File: config.mk
export PLATFORM = sky130hd
export DESIGN_NAME = keypad_code_lock_controller_unit
export DESIGN_NICKNAME = d
export VERILOG_FILES = /design/src/design/kclc_pkg.sv /design/src/design/kclc_in_stage.sv /design/src/design/kclc_core.sv /design/src/design/kclc_out_stage.sv /design/src/design/keypad_code_lock_controller_unit.sv
export SDC_FILE = /design/constraint.sdc
export NUM_CORES = 1
export LEC_CHECK = 0
export BUFFER_PORTS_ARGS = -buffer_cell sky130_fd_sc_hd__buf_4
export CORE_MARGIN = 2
export CORE_UTILIZATION = 30
export DETAILED_ROUTE_END_ITERATION = 8
export SETUP_SLACK_MARGIN = 0.2
export SYNTH_ARGS = -nofsm -noshare
export SYNTH_HDL_FRONTEND = slang
export SYNTH_SLANG_ARGS = --single-unit
File: constraint.sdc
create_clock -name clk_i -period 4.8 [get_ports clk_i]
set_input_delay 0.24 -clock clk_i [delete_from_list [all_inputs] [get_ports clk_i]]
set_output_delay 0.24 -clock clk_i [all_outputs]
set_load 0.1 [all_outputs]
File: src/design/kclc_pkg.sv
// ----------------------------------------------------------------------------
// kclc_pkg
// Shared types, codes and helpers for the keypad code lock controller.
// ----------------------------------------------------------------------------
package kclc_pkg;

  localparam int unsigned CodeDigits = 6;
  localparam int unsigned CodeW      = 4 * CodeDigits;
  localparam int unsigned AdminW     = 24;
  localparam int unsigned FailW      = 4;

  localparam logic [AdminW-1:0] AdminCodeRst   = 24'h522008;
  localparam logic [FailW-1:0]  MaxFailuresRst = 4'd3;
  localparam logic [CodeW-1:0]  UserCodeRst    = CodeW'(24'h123456);
  localparam logic [FailW-1:0]  FailSat        = 4'd15;

  localparam logic CfgAdminCode   = 1'b0;
  localparam logic CfgMaxFailures = 1'b1;

  localparam logic [3:0] KeyAdmin      = 4'd10;
  localparam logic [3:0] KeyLeaveAdmin = 4'd11;
  localparam logic [3:0] KeyExit       = 4'd12;
  localparam logic [3:0] KeyClearAlarm = 4'd13;
  localparam logic [3:0] KeyLock       = 4'd14;
  localparam logic [3:0] KeyEnter      = 4'd15;

  typedef enum logic [1:0] {
    OpDigit  = 2'd0,
    OpFunc   = 2'd1,
    OpRemote = 2'd2
  } op_e;

  typedef enum logic [2:0] {
    ModeNormal = 3'd0,
    ModeAdmin  = 3'd1,
    ModeNew1   = 3'd2,
    ModeNew2   = 3'd3,
    ModeAlarm  = 3'd4
  } mode_e;

  typedef enum logic [3:0] {
    StNone       = 4'd0,
    StCodeOk     = 4'd1,
    StCodeWrong  = 4'd2,
    StAdminOk    = 4'd3,
    StAdminWrong = 4'd4,
    StCodeSet    = 4'd5,
    StMismatch   = 4'd6,
    StLocked     = 4'd7,
    StExit       = 4'd8,
    StAlarmClr   = 4'd9,
    StRemoteOpen = 4'd10
  } status_e;

  typedef struct packed {
    logic [1:0] op;
    logic [3:0] key;
  } item_t;

  typedef struct packed {
    logic       door_open;
    logic       alarm_on;
    logic [2:0] mode;
    logic [3:0] status;
  } result_t;

  function automatic logic [CodeW-1:0] shift_digit(input logic [CodeW-1:0] code_v,
                                                   input logic [3:0] digit);
    return {code_v[CodeW-5:0], digit};
  endfunction

endpackage

File: src/design/kclc_in_stage.sv
// ----------------------------------------------------------------------------
// kclc_in_stage
// Input register: holds one keypad event until the core takes it.
// ----------------------------------------------------------------------------
module kclc_in_stage (
  input  logic           clk_i,
  input  logic           rst_ni,
  input  logic           in_valid_i,
  output logic           in_stall_o,
  input  logic [1:0]     op_i,
  input  logic [3:0]     key_i,
  input  logic           advance_i,
  output logic           item_valid_o,
  output kclc_pkg::item_t item_o
);
  import kclc_pkg::*;

  logic  valid_q, valid_d;
  item_t item_q;
  logic  accept;

  assign in_stall_o = valid_q && !advance_i;
  assign accept     = in_valid_i && !in_stall_o;

  always_comb begin
    valid_d = valid_q;
    if (accept) begin
      valid_d = 1'b1;
    end else if (advance_i) begin
      valid_d = 1'b0;
    end
  end

  always_ff @(posedge clk_i or negedge rst_ni) begin
    if (!rst_ni) begin
      valid_q <= 1'b0;
    end else begin
      valid_q <= valid_d;
    end
  end

  always_ff @(posedge clk_i) begin
    if (accept) begin
      item_q <= '{op: op_i, key: key_i};
    end
  end

  assign item_valid_o = valid_q;
  assign item_o       = item_q;

endmodule

File: src/design/kclc_core.sv
// ----------------------------------------------------------------------------
// kclc_core
// Lock state and next-state logic: code buffers, failure count, mode, door.
// ----------------------------------------------------------------------------
module kclc_core (
  input  logic                          clk_i,
  input  logic                          rst_ni,
  input  logic                          fire_i,
  input  kclc_pkg::item_t               item_i,
  input  logic [kclc_pkg::AdminW-1:0]   admin_code_i,
  input  logic [kclc_pkg::FailW-1:0]    max_failures_i,
  output kclc_pkg::result_t             res_d_o
);
  import kclc_pkg::*;

  logic [CodeW-1:0] entry_q, entry_d;
  logic [CodeW-1:0] user_q, user_d;
  logic [CodeW-1:0] first_q, first_d;
  logic [CodeW-1:0] second_q, second_d;
  logic [FailW-1:0] fail_q, fail_d;
  mode_e            mode_q, mode_d;
  logic             door_q, door_d;
  status_e          status;

  logic [FailW-1:0] fail_inc;
  logic [FailW-1:0] fail_enter;
  logic             user_match;
  logic             admin_match;

  assign fail_inc    = (fail_q != FailSat) ? fail_q + 4'd1 : fail_q;
  assign user_match  = (entry_q == user_q);
  assign admin_match = (entry_q == CodeW'(admin_code_i));
  assign fail_enter  = user_match ? '0 : fail_inc;

  always_comb begin
    entry_d  = entry_q;
    user_d   = user_q;
    first_d  = first_q;
    second_d = second_q;
    fail_d   = fail_q;
    mode_d   = mode_q;
    door_d   = door_q;
    status   = StNone;
    case (item_i.op)
      OpRemote: begin
        door_d = 1'b1;
        status = StRemoteOpen;
      end
      OpDigit: begin
        case (mode_q)
          ModeNormal, ModeAdmin: entry_d = shift_digit(entry_q, item_i.key);
          ModeNew1:              first_d = shift_digit(first_q, item_i.key);
          ModeNew2:              second_d = shift_digit(second_q, item_i.key);
          default: ;
        endcase
      end
      OpFunc: begin
        case (mode_q)
          ModeNormal: begin
            if (item_i.key == KeyEnter) begin
              fail_d = fail_enter;
              if (user_match) begin
                door_d  = 1'b1;
                entry_d = '0;
                status  = StCodeOk;
              end else begin
                status = StCodeWrong;
              end
              if (fail_enter >= max_failures_i) begin
                mode_d = ModeAlarm;
              end
            end else if (item_i.key == KeyLock) begin
              door_d  = 1'b0;
              entry_d = '0;
              status  = StLocked;
            end else if (item_i.key == KeyAdmin) begin
              mode_d = ModeAdmin;
            end else if (item_i.key == KeyExit) begin
              status = StExit;
            end
          end
          ModeAdmin: begin
            if (item_i.key == KeyEnter) begin
              if (admin_match) begin
                entry_d = '0;
                mode_d  = ModeNew1;
                status  = StAdminOk;
              end else begin
                mode_d = ModeNormal;
                status = StAdminWrong;
              end
            end else if (item_i.key == KeyLeaveAdmin) begin
              mode_d = ModeNormal;
              status = StExit;
            end
          end
          ModeNew1: begin
            if (item_i.key == KeyEnter) begin
              mode_d = ModeNew2;
            end else if (item_i.key == KeyLeaveAdmin) begin
              mode_d = ModeNormal;
              status = StExit;
            end
          end
          ModeNew2: begin
            if (item_i.key == KeyEnter) begin
              if (first_q == second_q) begin
                user_d = first_q;
                fail_d = '0;
                status = StCodeSet;
              end else begin
                status = StMismatch;
              end
              mode_d = ModeNormal;
            end
          end
          default: begin
            if (item_i.key == KeyClearAlarm) begin
              fail_d = '0;
              mode_d = ModeNormal;
              status = StAlarmClr;
            end
          end
        endcase
      end
      default: ;
    endcase
  end

  always_ff @(posedge clk_i or negedge rst_ni) begin
    if (!rst_ni) begin
      entry_q  <= '0;
      user_q   <= UserCodeRst[CodeW-1:0];
      first_q  <= '0;
      second_q <= '0;
      fail_q   <= '0;
      mode_q   <= ModeNormal;
      door_q   <= 1'b0;
    end else if (fire_i) begin
      entry_q  <= entry_d;
      user_q   <= user_d;
      first_q  <= first_d;
      second_q <= second_d;
      fail_q   <= fail_d;
      mode_q   <= mode_d;
      door_q   <= door_d;
    end
  end

  assign res_d_o = '{door_open: door_d,
                     alarm_on:  (mode_d == ModeAlarm),
                     mode:      mode_d,
                     status:    status};

endmodule

File: src/design/kclc_out_stage.sv
// ----------------------------------------------------------------------------
// kclc_out_stage
// Result register: holds one result until the receiver takes it.
// ----------------------------------------------------------------------------
module kclc_out_stage (
  input  logic              clk_i,
  input  logic              rst_ni,
  input  logic              fire_i,
  input  kclc_pkg::result_t res_d_i,
  output logic              advance_o,
  output logic              out_valid_o,
  input  logic              out_stall_i,
  output kclc_pkg::result_t res_o
);
  import kclc_pkg::*;

  logic    valid_q, valid_d;
  result_t res_q;

  assign advance_o = !valid_q || !out_stall_i;

  always_comb begin
    valid_d = valid_q;
    if (fire_i) begin
      valid_d = 1'b1;
    end else if (!out_stall_i) begin
      valid_d = 1'b0;
    end
  end

  always_ff @(posedge clk_i or negedge rst_ni) begin
    if (!rst_ni) begin
      valid_q <= 1'b0;
    end else begin
      valid_q <= valid_d;
    end
  end

  always_ff @(posedge clk_i) begin
    if (fire_i) begin
      res_q <= res_d_i;
    end
  end

  assign out_valid_o = valid_q;
  assign res_o       = res_q;

endmodule

File: src/design/keypad_code_lock_controller_unit.sv
// ----------------------------------------------------------------------------
// keypad_code_lock_controller_unit
// Keypad code lock: user code entry, failure alarm and admin code change.
// ----------------------------------------------------------------------------
// Channel   Direction  Handshake                  Payload
// input     in         in_valid_i / in_stall_o    op_i, key_i
// result    out        out_valid_o / out_stall_i  door_open_o, alarm_on_o,
//                                                 mode_o, status_o
// config    in         cfg_we_i                   cfg_idx_i, cfg_wdata_i
//
// Each event passes the input register, then the state update and the result
// register, from which its result is offered once the state update fires.
// One event is taken every cycle while the result side keeps up.
// Reset restores the default admin code, failure limit, user code and mode.
// A stalled result holds the input register; the input stalls only while both
// registers are full and the result is stalled.
// ----------------------------------------------------------------------------
module keypad_code_lock_controller_unit (
  input  logic                        clk_i,
  input  logic                        rst_ni,
  input  logic                        cfg_we_i,
  input  logic                        cfg_idx_i,
  input  logic [kclc_pkg::AdminW-1:0] cfg_wdata_i,
  input  logic                        in_valid_i,
  output logic                        in_stall_o,
  input  logic [1:0]                  op_i,
  input  logic [3:0]                  key_i,
  output logic                        out_valid_o,
  input  logic                        out_stall_i,
  output logic                        door_open_o,
  output logic                        alarm_on_o,
  output logic [2:0]                  mode_o,
  output logic [3:0]                  status_o
);
  import kclc_pkg::*;

  logic [AdminW-1:0] admin_code_q;
  logic [FailW-1:0]  max_failures_q;
  logic              advance;
  logic              item_valid;
  logic              fire;
  item_t             item;
  result_t           res_d;
  result_t           res;

  always_ff @(posedge clk_i or negedge rst_ni) begin
    if (!rst_ni) begin
      admin_code_q   <= AdminCodeRst;
      max_failures_q <= MaxFailuresRst;
    end else if (cfg_we_i) begin
      case (cfg_idx_i)
        CfgAdminCode:   admin_code_q <= cfg_wdata_i;
        CfgMaxFailures: max_failures_q <= cfg_wdata_i[FailW-1:0];
        default: ;
      endcase
    end
  end

  assign fire = item_valid && advance;

  kclc_in_stage u_in_stage (
    .clk_i        (clk_i),
    .rst_ni       (rst_ni),
    .in_valid_i   (in_valid_i),
    .in_stall_o   (in_stall_o),
    .op_i         (op_i),
    .key_i        (key_i),
    .advance_i    (advance),
    .item_valid_o (item_valid),
    .item_o       (item)
  );

  kclc_core u_core (
    .clk_i          (clk_i),
    .rst_ni         (rst_ni),
    .fire_i         (fire),
    .item_i         (item),
    .admin_code_i   (admin_code_q),
    .max_failures_i (max_failures_q),
    .res_d_o        (res_d)
  );

  kclc_out_stage u_out_stage (
    .clk_i       (clk_i),
    .rst_ni      (rst_ni),
    .fire_i      (fire),
    .res_d_i     (res_d),
    .advance_o   (advance),
    .out_valid_o (out_valid_o),
    .out_stall_i (out_stall_i),
    .res_o       (res)
  );

  assign door_open_o = res.door_open;
  assign alarm_on_o  = res.alarm_on;
  assign mode_o      = res.mode;
  assign status_o    = res.status;

  assert property (@(posedge clk_i) disable iff (!rst_ni)
    in_stall_o |-> (out_valid_o && out_stall_i))
    else $error("input stalled while the result register can drain");

  assert property (@(posedge clk_i) disable iff (!rst_ni)
    out_valid_o |-> (alarm_on_o == (mode_o == ModeAlarm)))
    else $error("alarm flag disagrees with the mode");

  assert property (@(posedge clk_i) disable iff (!rst_ni)
    (out_valid_o && (status_o == StCodeOk || status_o == StRemoteOpen)) |-> door_open_o)
    else $error("door closed after an open event");

  assert property (@(posedge clk_i) disable iff (!rst_ni)
    (out_valid_o && status_o == StAlarmClr) |-> (mode_o == ModeNormal))
    else $error("alarm clear did not return to normal mode");

endmodule

Yosys cells after proc, flatten, opt, wreduce, memory -nomap -nowiden --
Index checks and enable logic that the tools add are counted.
Operators by class: $add $sub $neg 1, order comparisons 1, equal/unequal tests 26, mux-type cells 50, bitwise gates (word level) 2, reduce and logical (&&, ||, !) cells 22
Operators by type and width (number):
- 24-bit two-way mux | 6
- 24-bit one-hot mux with 2 select lines | 2
- 24-bit equality test | 3
- 4-bit two-way mux | 15
- 3-bit two-way mux | 11
- 4-bit equality test, second input constant | 6
- 4-bit one-hot mux with 4 select lines | 1
- 3-bit one-hot mux with 4 select lines | 1
- 4-bit one-hot mux with 3 select lines | 1
- 1-bit two-way mux | 8
- 2-bit by 1-bit inequality test with 1-bit output, second input constant | 4
- 4-bit one-hot mux with 2 select lines | 1
- 8-bit AND reduction | 1
- 7-bit AND reduction | 1
- 3-bit by 2-bit equality test with 1-bit output, second input constant | 2
- 2-bit two-way mux | 3
- 3-bit by 2-bit inequality test with 1-bit output, second input constant | 2
- 3-bit AND reduction | 2
- 5-bit AND reduction | 1
- 4-bit by 1-bit adder with 4-bit output, second input constant | 1
- 4-bit >= comparator | 1
- 1-bit logical NOT | 4
- 4-bit by 2-bit inequality test with 1-bit output, second input constant | 1
- 4-bit by 3-bit inequality test with 1-bit output, second input constant | 1
- 17 further kinds | 23
Storage, ports and cells: bits in registers 149, bits of input ports 36, output and inout port bits 11, word-level logic and storage cells 119

Logic depth before layout (Yosys ltp) --
Gate-level depths: netlist of run 1.
depth in word-level cells 9, gate-level depth with buffers 12, mapped depth without buffers 12

Modules after synthesis --
A second synthesis of run 1 with hierarchy kept.
Second synthesis, totals: cells, all modules 595, area total of the unflattened synthesis 7216.9 um^2
Modules (own cells, without submodules):
- kclc_core | times used 1, cells an instance 510, area each 5497.8 um^2, sequential area each 2613.8 um^2
- keypad_code_lock_controller_unit | times used 1, cells an instance 62, area each 1174.9 um^2, sequential area each 709.4 um^2
- kclc_out_stage | times used 1, cells an instance 12, area each 306.5 um^2, sequential area each 295.3 um^2
- kclc_in_stage | times used 1, cells an instance 11, area each 237.7 um^2, sequential area each 205.2 um^2

Worst setup path after synthesis of run 1 --
No wires, ideal clock.
path type register to register, start point reg u_core.entry_q[9], end point reg u_out_stage.res_q, in the netlist u_out_stage.res_o[7], data pin, library setup time 0.270 ns, data arrival time 2.463 ns, required time 4.530 ns, path slack 2.067 ns, stages on the path, launching flop included 13, path buffers 0, period minus slack after synthesis 2.733 ns, path through dfrtp_1 xor2_1 nor4_1 nand4_1 nor2_1 a21o_1 ha_1 nand2b_1 a21o_1 a21o_1 a21oi_1 o21ai_0 nor4b_1
RTL lines:
- from (decl) | RTL line kclc_core.sv:16 | logic [CodeW-1:0] entry_q, entry_d;
- from (signal assigned) | RTL line kclc_core.sv:140 | entry_q <= entry_d;
- to (signal assigned) | RTL line kclc_out_stage.sv:41 | res_q <= res_d_i;
- to (decl) | RTL line kclc_out_stage.sv:18 | result_t res_q;

==> metrics, run 1 <==
CP max stage cell nor2_1; Die W approximately 160 um; Wirelength per Cell 16.35 um; IR drop worst, VDD roughly 270 uV; post-layout min period 3.234 ns; part of the Yosys area used for sequential elements a little over half; cts repair resizes 0; final hold violation count 0; Antenna diodes 0; Async S/R FF share, synth 89.93%; DR iter-0 viols 257; initial antenna violation count 0; vias in the first global route 4,734; vias 4,419; fin crit share 67.37%; most frequent CP cell a21o_1; crit path capture type register; die area ~25,000 um^2; overall routing resource usage 13.16%; clock-pin slew on the worst setup and hold paths 0.06 ns; total power 0.003228 W; status finished, final reports clean; Num CTS Buffers 17; Post-route DRC 0; TritonCTS clock tree done; Netlist Area Pre-Place around 7000 um^2; Core Area 22,780 um^2; clock buffer depth 2; Hold Crit Start out_stall_i; most common cell after layout, fill and taps aside dfrtp_1; Pwr Density between 300 and 400 nW/um^2; root buf cell clkbuf_16; H-tree level count 4; Final Skew 0.009476 ns; Leakage 3.919 nW; commonest non-fill, non-tap cells in the layout dfrtp_1, mux2_2, xor2_1, buf_4; worst-path cell chain xor2_1 -> nor4_1 -> nand4_1 -> nor2_1 -> a21o_1 -> ha_1 -> nand2b_1 -> a21o_1 -> a21o_1 -> a21oi_1 -> o21ai_0 -> nor4b_1; critical path arrival between 3 and 4 ns; Die H 156.8 um; Warnings, synthesis 0; WHS Path Cells 2; Max Clk Rate about 300 MHz; Antenna Nets Post-Route 0; mean post-synth cell area 12.88 um^2; nets 641; synthesized net count 588; worst slew pin tran 1.162 ns; Worst Path Required 4.95 ns; kind of critical path register to register; reg2reg setup slack 1.57 ns; RR Startpoint u_core.entry_q[18]; Crit Reg-Reg Endpoint u_out_stage.res_o[7]; Max-slew headroom between 20% and 30%; final setup vio count 0; Setup crit start kind register; Max-Cap Viols 0; grt ovf 0; Top FF cell, synth dfrtp_1; port buffer count between 40 and 50; cell count after synthesis 544; Max FO, Critical Path 7; Vias/cell 4.788; setup tns final 0 ns; RSZ-0062 raised after global routing no; Synth Register Bits 149; Worst Hold Path EP u_out_stage.out_valid_o; worst reg2reg path depth 12; half-perimeter wire length after placement 10,940 um; Cell Rows 55; P&R area growth vs syn 19.05%; first-pass GRT wire length between 20,000 and 30,000 um; hold crit path type primary input to register; drt pass-1 iters 5; Ports 47; library cells used by synthesis 57; clk_lat worst skew between 0.4 and 0.5 ns; fin. max-slew vios 0; number of synthesized flops with an enable pin 15; CP peak stage delay 0.45 ns; layout cell share with drive strength beyond 1 32.79%; Sink Count ~150; largest net degree at the start of global routing 87; gpl congestion just under 0.9; Post-Route WL 15,090 um; Starting Density between 30% and 40%
## kinds of logic after synthesis
family                   synth area share (%)
flip-flops                              54.56
AND/OR/NAND/NOR                         8.784
multiplexers                            16.37
buffers and inverters                   2.374
XOR/XNOR                                8.998
adder cells (fa/ha/maj)                 1.428
AO/OA/AOI/OAI                           7.481
## per-stage QoR
stage	setup WS [ns]	hold slack, ns	std cells	utilization [%]	instance area (um^2)
5_1_grt	1.333	0.03397	923	36.63	8343
3_5_place_dp	1.557	0.3495	883	33.58	7649
4_1_cts	1.564	0.02263	923	36.63	8343
3_3_place_gp	1.713	0.3390	883	33.58	7649
2_1_floorplan	2.067	-0.05559	544	-	7008
6_report	1.566	0.04452	923	36.63	8343
## state kept, by name, indices dropped and copies added, names as in the netlist
name / cells
admin_code_q: 24
u_core.entry_q: 24
u_core.first_q: 24
u_core.second_q: 24
u_core.user_q: 24
u_out_stage.res_o: 9
u_in_stage.item_o: 6
max_failures_q: 4
u_core.fail_q: 4
u_core.mode_q: 3
u_core.door_q: 1
u_in_stage.item_valid_o: 1
u_out_stage.out_valid_o: 1
## final cells by class
type | instances | area [um^2]
Tap cell | 313 | 391.6
Fill cell | 2204 | 14440
Clock inverter | 8 | 122.6
Sequential cell | 149 | 3824
Inverter | 11 | 41.29
Clock buffer | 24 | 491.7
Timing Repair Buffer | 57 | 451.7
Multi-Input combinational cell | 361 | 3020
## cells in the mapped netlist (all sizes together), types with 2 or more instances
cell type    n  area share, %
a21boi       2           0.21
a21o         7           0.75
a21oi        8           0.57
a22o        24            3.0
a31oi        5           0.45
and2         3           0.27
and3         2           0.18
buf         16            1.4
clkbuf       7           0.39
dfrtp      118             42
dfstp       16            6.0
edfxtp      15            6.4
ha           8            1.4
inv         11           0.59
mux2       101             16
nand2       19            1.0
nand2b       6           0.54
nand3       12           0.93
nand4       10            1.1
nor2        21            1.2
nor2b        6           0.54
nor3         7           0.57
nor4        16            1.6
o21a         3           0.32
o21ai        8           0.57
o22a         2           0.25
or3          2           0.18
xnor2       24            3.0
xor2        48            6.0
## how the worst max path moves through the flow
stage          slack, ns                   end          startpoint  depth (start not counted)
2_1_floorplan       2.07  u_out_stage.res_o[7]   u_core.entry_q[9]                         12
3_3_place_gp        1.71  u_out_stage.res_o[7]   u_core.entry_q[9]                         12
3_5_place_dp        1.56  u_out_stage.res_o[7]   u_core.entry_q[9]                         12
4_1_cts             1.56  u_out_stage.res_o[7]   u_core.entry_q[7]                         12
5_1_grt             1.33  u_out_stage.res_o[7]  u_core.entry_q[11]                         12
6_report            1.57  u_out_stage.res_o[7]  u_core.entry_q[18]                         12
## power breakdown
group / total, W / leakage [nW] / switching (W) / internal (W)
Clock: 0.00137 / 0.301 / 0.000495 / 0.000872
Sequential: 0.00146 / 1.90 / 0.0000938 / 0.00136
Combinational: 0.000404 / 1.72 / 0.000236 / 0.000168
## what timing repair did
| action | CTS | global route |
|---|---|---|
| hold buffers | 8 | 0 |
| endpoints found under the hold margin | 85 | 0 |
| buffers inserted | 0 | 0 |
## worst max-delay path: cells and delay by family (launching register included)
kind,cells,cell delay [ns]
simple gates,5,1.27
compound gates,5,0.86
flops,1,0.43
fa+ha+maj,1,0.21
xor+xnor,1,0.20
## per-layer routing
metal  part of all wire, %  global-route usage [%]
met1                    47                   17.44
met2                    47                   20.59
met3                   4.0                   2.520
met4                   1.7                   6.509
met5                     0                       0
(Power assumes the default switching activity.)
==> inputs of run 2 (changes only) <==
ABC_AREA = 1   (was default)
clock period = 2.67 ns   (was 4.8 ns; I/O delays follow)
==> run 2 against run 1 <==
  * The flow now finishes with violations (hold timing)
  * Cell count is 50% higher
  * Synthesized area rose by 9.0%
  * Non-clock buffer count is 45 higher
  * Hold slack got worse by 0.051 ns
  * Clock skew grew 0.0027 ns
  * Global-route usage grew 0.91 points
  * Combinational power increased to 5.8 times the previous value
  * Sequential share of layout area shrank 5.1 points
  * Sequential power up 99%
  * Largest cell class unchanged
==> metrics, run 2 <==
status finished with violations; failing checks hold timing; grt ovf 0; commonest non-fill, non-tap cells in the layout nand2_1, inv_1, dfrtp_1, nor2_1, buf_4; Starting Density 30.42%; CP top delay family simple AND/OR/NAND/NOR gates; Max Clk Rate 416.9 MHz; first-pass GRT wire length 29,840 um; synthesized net count 994; overall routing resource usage ~14%; vias in the first global route 6,065; nets around 1,100; clock-pin slew on the worst setup and hold paths 0.06 ns; Die W approximately 160 um; worst reg2reg path depth 14; die area 26,750 um^2; final setup margin ~0.27 ns; top-count cell post-synth nand2_1; post-synthesis xor/xnor area fraction under 10%; port buffer count 46; Commonest cells post-synth nand2_1, inv_1, dfrtp_1; post-synthesis mux area share 0.7372%; cell count after synthesis 950; drt pass-1 iters 5; WHS -0.006959 ns; pre-CTS setup slack about 0.038 ns; vias just over 6,000; Num CTS Buffers 17; Warnings, synthesis 0; Antenna diodes 0; Synth Area in Simple Gates 24.62%; CP Launch Point u_core.user_q[20]; Async S/R FF share, synth 89.93%; root buf cell clkbuf_16; Vias/cell 4.449; Finished Core Util 37.35%; cell taking the most area after synthesis dfrtp_1; Worst Path Required 2.85 ns; fin crit share 89.84%; area share of fa/ha/maj cells after synthesis 1.311%; worst-path cell chain xnor2_1 -> and2_1 -> nand2_1 -> nor2_2 -> nand3_4 -> o211ai_1 -> inv_1 -> ha_1 -> o211ai_1 -> nand3_1 -> nand3_2 -> o21ai_2 -> o211ai_1 -> nor2_1; library cells used by synthesis 40; final setup vio count 0; TritonCTS clock tree done; Wirelength per Cell between 10 and 15 um; final hold violation count 1; post-synthesis compound-gate area fraction 8.912%; initial antenna violation count 0; setup tns final 0 ns; Leakage ~4.7 nW; Antenna Nets Post-Route 0; Ports 47; Hold Crit Start cfg_wdata_i[16]; Crit Reg-Reg Endpoint u_out_stage.res_o[7]; half-perimeter wire length after placement about 13,000 um; Synth area leaders dfrtp_1, nand2_1, inv_1, edfxtp_1, dfstp_2; Final Skew 0.01222 ns; Synth Register Bits approximately 150; Buf+Inv Stages, Crit Path 1; CP peak stage delay 0.54 ns; area fraction of the dominant cell type after synthesis 38.66%; RR Startpoint u_core.user_q[20]; number of synthesized flops with an enable pin 15; Sink Count 149; post-layout min period 2.399 ns; mean post-synth cell area 8.039 um^2; critical path arrival 2.58 ns; Max-slew headroom 40.53%; part of the Yosys area used for sequential elements between 50% and 60%; Netlist Area Pre-Place roughly 7600 um^2; most common cell after layout, fill and taps aside nand2_1; clk_lat worst skew 0.43 ns; CP max stage cell dfstp_2; H-tree level count 4; crit path capture type register; WHS Path Cells 3; Die H 163.6 um; Top FF cell, synth dfrtp_1; Core Area 25,110 um^2; Cell Rows 58; Pwr Density 799.9 nW/um^2; DR iter-0 viols 401; largest net degree at the start of global routing 85; kind of critical path register to register; Post-Route WL 18,170 um; # fillers between 2,000 and 3,000; layout cell share with drive strength beyond 1 15.06%; hold crit path type primary input to register; largest family of logic cells by synthesized area simple AND/OR/NAND/NOR gates; Max-Cap Viols 0; Worst Hold Path EP admin_code_q[16]; gpl congestion 0.8242; Post-route DRC 0; P&R area growth vs syn 22.79%; Setup crit start kind register; reg2reg setup slack 0.27 ns; fin. max-slew vios 0; most frequent CP cell o211ai_1; RSZ-0062 raised after global routing yes; Max FO, Critical Path 4; clock buffer depth 2; worst slew pin tran 0.8882 ns; IR drop worst, VDD roughly 500 uV
## run 2: changes by cell type after synthesis, moves of 27 or more
cell and change:
nand2_1 +254, inv_1 +110, mux2_2 -93, nor2_1 +92, o21ai_0 +56, a21oi_1 +30
nand3_1 +27
## run 2: repair_timing
item,in CTS,in global routing
setup endpoints to repair,3,27
hold buffers,31,0
setup buffers,1,1
gates resized for setup,2,19
pin swaps,1,12
hold endpoints to repair,98,0
gates cloned,0,1
## run 2: power breakdown
part | total, W | internal (W) | leakage [nW] | switching (W)
registers | 0.00290 | 0.00262 | 1.69 | 0.000286
logic | 0.00236 | 0.000885 | 2.73 | 0.00148
clock network | 0.00224 | 0.00131 | 0.268 | 0.000928
## run 2: per-layer routing
metal / share of wire (%) / GRT usage, % / wire (um)
met1: 49 / 19.29 / 8975
met2: 46 / 22.52 / 8364
met3: 3.4 / 2.844 / 619
met4: 1.1 / 4.067 / 208
met5: 0 / 0 / 0
## run 2: cell type report
| type | count | area, um^2 | share of cell area (%) |
|---|---|---|---|
| repair buffers | 102 | 863.3 | 9.206 |
| inverters | 125 | 471.7 | 5.030 |
| multi-input cells | 648 | 3263 | 34.80 |
| flip-flops and latches | 149 | 3824 | 40.77 |
| clock inverters | 13 | 88.84 | 0.9473 |
| clock buffers | 19 | 454.2 | 4.843 |
| well taps | 330 | 412.9 | 4.403 |
## run 2: logic make-up (layout without fill, tap and decap cells)
group,after synthesis,count (layout)
xor+xnor,51,51
simple gates,454,455
flops,149,149
buf+inv,154,259
fa+ha+maj,8,8
compound gates,129,129
mux,5,5
## run 2: how the worst max path moves through the flow
stage | endpoint | slack [ns] | cells past startpoint
floorplan | u_core.entry_q[13] | 0.18 | 9
global placement | u_out_stage.res_o[7] | 0.11 | 16
detailed placement | u_out_stage.res_o[7] | 0.04 | 18
CTS | u_out_stage.res_o[7] | 0.14 | 16
global route | u_out_stage.res_o[7] | 0.07 | 16
finish | u_out_stage.res_o[7] | 0.27 | 14
## run 2: worst min-delay path: cells and delay by family
kind | cells | cell delay, ns
and+or+nand+nor | 1 | 0.03
AOI/OAI and AO/OA | 1 | 0.12
buffers and inverters | 1 | 0.08
## run 2: stage by stage
stage          instance area (um^2)  cells  power (W)  hold slack [ns]
2_1_floorplan                  7645    950   0.004432          -0.1621
3_3_place_gp                   8419   1320   0.005058           0.2575
3_5_place_dp                   8419   1320   0.005089           0.2624
4_1_cts                        9285   1384   0.007411        0.0009741
5_1_grt                        9378   1386   0.008012         0.008364
6_report                       9378   1386   0.007501        -0.006959
==> inputs of run 3 (changes only) <==
ABC_AREA = default   (was 1)
==> run 3 against run 2 <==
  * The flow finishes with violations (setup timing)
  * Worst setup slack worse by 0.32 ns
  * Clock skew down 0.0032 ns
  * Sequential share of layout area rose by 1.7 points
  * Final area fell by 4.0%
  * Highest routed layer unchanged
==> metrics, run 3 (same netlist as run 1, synthesis figures left out) <==
final setup margin -0.05186 ns; most frequent CP cell a21o_1; first-pass GRT wire length roughly 26,000 um; Die W 156.8 um; grt ovf 0; Hold Crit Start cfg_we_i; Placed Cells incl. Taps 921; Max-slew headroom 49.38%; largest net degree at the start of global routing 81; Ports 47; worst reg2reg path depth 12; die area 24,600 um^2; Post-route DRC 0; fin crit share 101.9%; CP max stage cell dfstp_2; DR iter-0 viols 285; final setup vio count 2; vias in the first global route 4,837; post-layout min period 2.722 ns; fin. max-slew vios 0; WHS Path Cells 3; Pwr Density 680.2 nW/um^2; H-tree level count 4; Die H 156.8 um; CP peak stage delay about 0.54 ns; final hold violation count 0; Cell Rows 55; total power 0.006121 W; most common cell after layout, fill and taps aside dfrtp_1; port buffer count 46; drt pass-1 iters 4; Post-Route WL 15,980 um; overall routing resource usage roughly 14%; critical path arrival about 2.9 ns; layout cell share with drive strength beyond 1 a little under two fifths; vias between 4,000 and 5,000; Final Skew 0.009019 ns; Worst Hold Path EP max_failures_q[0]; Setup crit start kind register; TritonCTS clock tree done; hold crit path type primary input to register; Crit Reg-Reg Endpoint u_out_stage.res_o[7]; RR Startpoint u_core.user_q[2]; Antenna Nets Post-Route 0; kind of critical path register to register; worst-path cell chain xor2_1 -> nor4_1 -> nand4_1 -> nor2_4 -> a21o_1 -> ha_1 -> nand2b_4 -> a21o_1 -> a21o_1 -> a21oi_2 -> o21ai_1 -> nor4b_1; failing checks setup timing; Finished Layout Cells just under 1,000; Vias/cell 4.714; gpl congestion ~0.82; Sink Count 149; clock-pin slew on the worst setup and hold paths 0.06 ns; Max-Cap Viols 0; crit path capture type register; initial antenna violation count 0; clk_lat worst skew between 0.4 and 0.5 ns; RSZ-0062 raised after global routing yes; clock buffer depth 2; Num CTS Buffers 17; IR drop worst, VDD 475.3 uV; status finished with violations; Antenna diodes 0; Core Area 22,780 um^2; Max FO, Critical Path 3; # fillers around 2,100; CP top delay family simple AND/OR/NAND/NOR gates; worst slew pin tran around 0.76 ns; root buf cell clkbuf_16; commonest non-fill, non-tap cells in the layout dfrtp_1, mux2_2, buf_4, xor2_1, dlygate4sd3_1; Buf+Inv Stages, Crit Path 0; Leakage between 4 and 5 nW; P&R area growth vs syn 28.41%; Finished Core Util 39.51%; Wirelength per Cell 16.16 um; Starting Density 30.77%; Max Clk Rate between 300 and 400 MHz; Worst Path Required 2.82 ns; reg2reg setup slack -0.05 ns; half-perimeter wire length after placement roughly 11,000 um; nets 707
## run 3: worst reg2reg max path, stage by stage, from the launching register on
cell and delay [ns]:
dfstp_2 0.54, xor2_1 0.07, nor4_1 0.30, nand4_1 0.27, nor2_4 0.17, a21o_1 0.10, ha_1 0.21, nand2b_4 0.13
a21o_1 0.14, a21o_1 0.16, a21oi_2 0.16, o21ai_1 0.07, nor4b_1 0.14
## run 3: through the flow
step	area (um^2)	hold slack (ns)	setup slack, ns	TNS [ns]
finish	8999	0.1875	-0.05186	-0.08046
global route	8999	0.2089	-0.1482	-0.2682
CTS	8956	0.1696	-0.01634	-0.01634
detailed placement	7973	0.2267	-0.09550	-0.1641
global placement	7973	0.2246	-0.02268	-0.02268
floorplan	7022	-0.1621	0.1086	0
## run 3: how the worst max path moves through the flow
stage                           end          startpoint  cells past startpoint
4_1_cts        u_out_stage.res_o[7]    u_core.user_q[4]                     12
6_report       u_out_stage.res_o[7]    u_core.user_q[2]                     12
3_3_place_gp   u_out_stage.res_o[7]  u_core.entry_q[21]                     12
2_1_floorplan  u_out_stage.res_o[7]    u_core.user_q[2]                     12
3_5_place_dp   u_out_stage.res_o[7]  u_core.entry_q[18]                     12
5_1_grt        u_out_stage.res_o[7]    u_core.user_q[2]                     12
## run 3: final cells by class
class                           count  area, um^2  area share (%)
Multi-Input combinational cell    361        3085           34.29
Clock inverter                      7       93.84           1.043
Tap cell                          313       391.6           4.352
Timing Repair Buffer              123        1046           11.62
Inverter                           11       41.29          0.4588
Clock buffer                       25       516.7           5.742
Sequential cell                   149        3824           42.49
## run 3: power by group
part / switching, W / total, W / internal [W] / leakage, nW
sequential: 0.000120 / 0.00257 / 0.00245 / 1.90
combinational: 0.000577 / 0.00111 / 0.000534 / 2.06
clock: 0.000909 / 0.00244 / 0.00153 / 0.295
## run 3: routing by layer
| layer | up-vias | wire (um) | global-route usage, % |
|---|---|---|---|
| met1 | 2360 | 7647 | 18.12 |
| met3 | 8 | 519 | 3.295 |
| li1 | 2207 | - | - |
| met4 | 0 | 148 | 4.369 |
| met5 | - | 0 | 0 |
| met2 | 87 | 7664 | 21.70 |
## run 3: repair_timing
| item | CTS | global route |
|---|---|---|
| endpoints found under the setup margin | 3 | 7 |
| resized for setup | 4 | 7 |
| setup buffers | 2 | 1 |
| pin swaps | 5 | 8 |
| hold buffers | 33 | 0 |
| endpoints found under the hold margin | 101 | 0 |
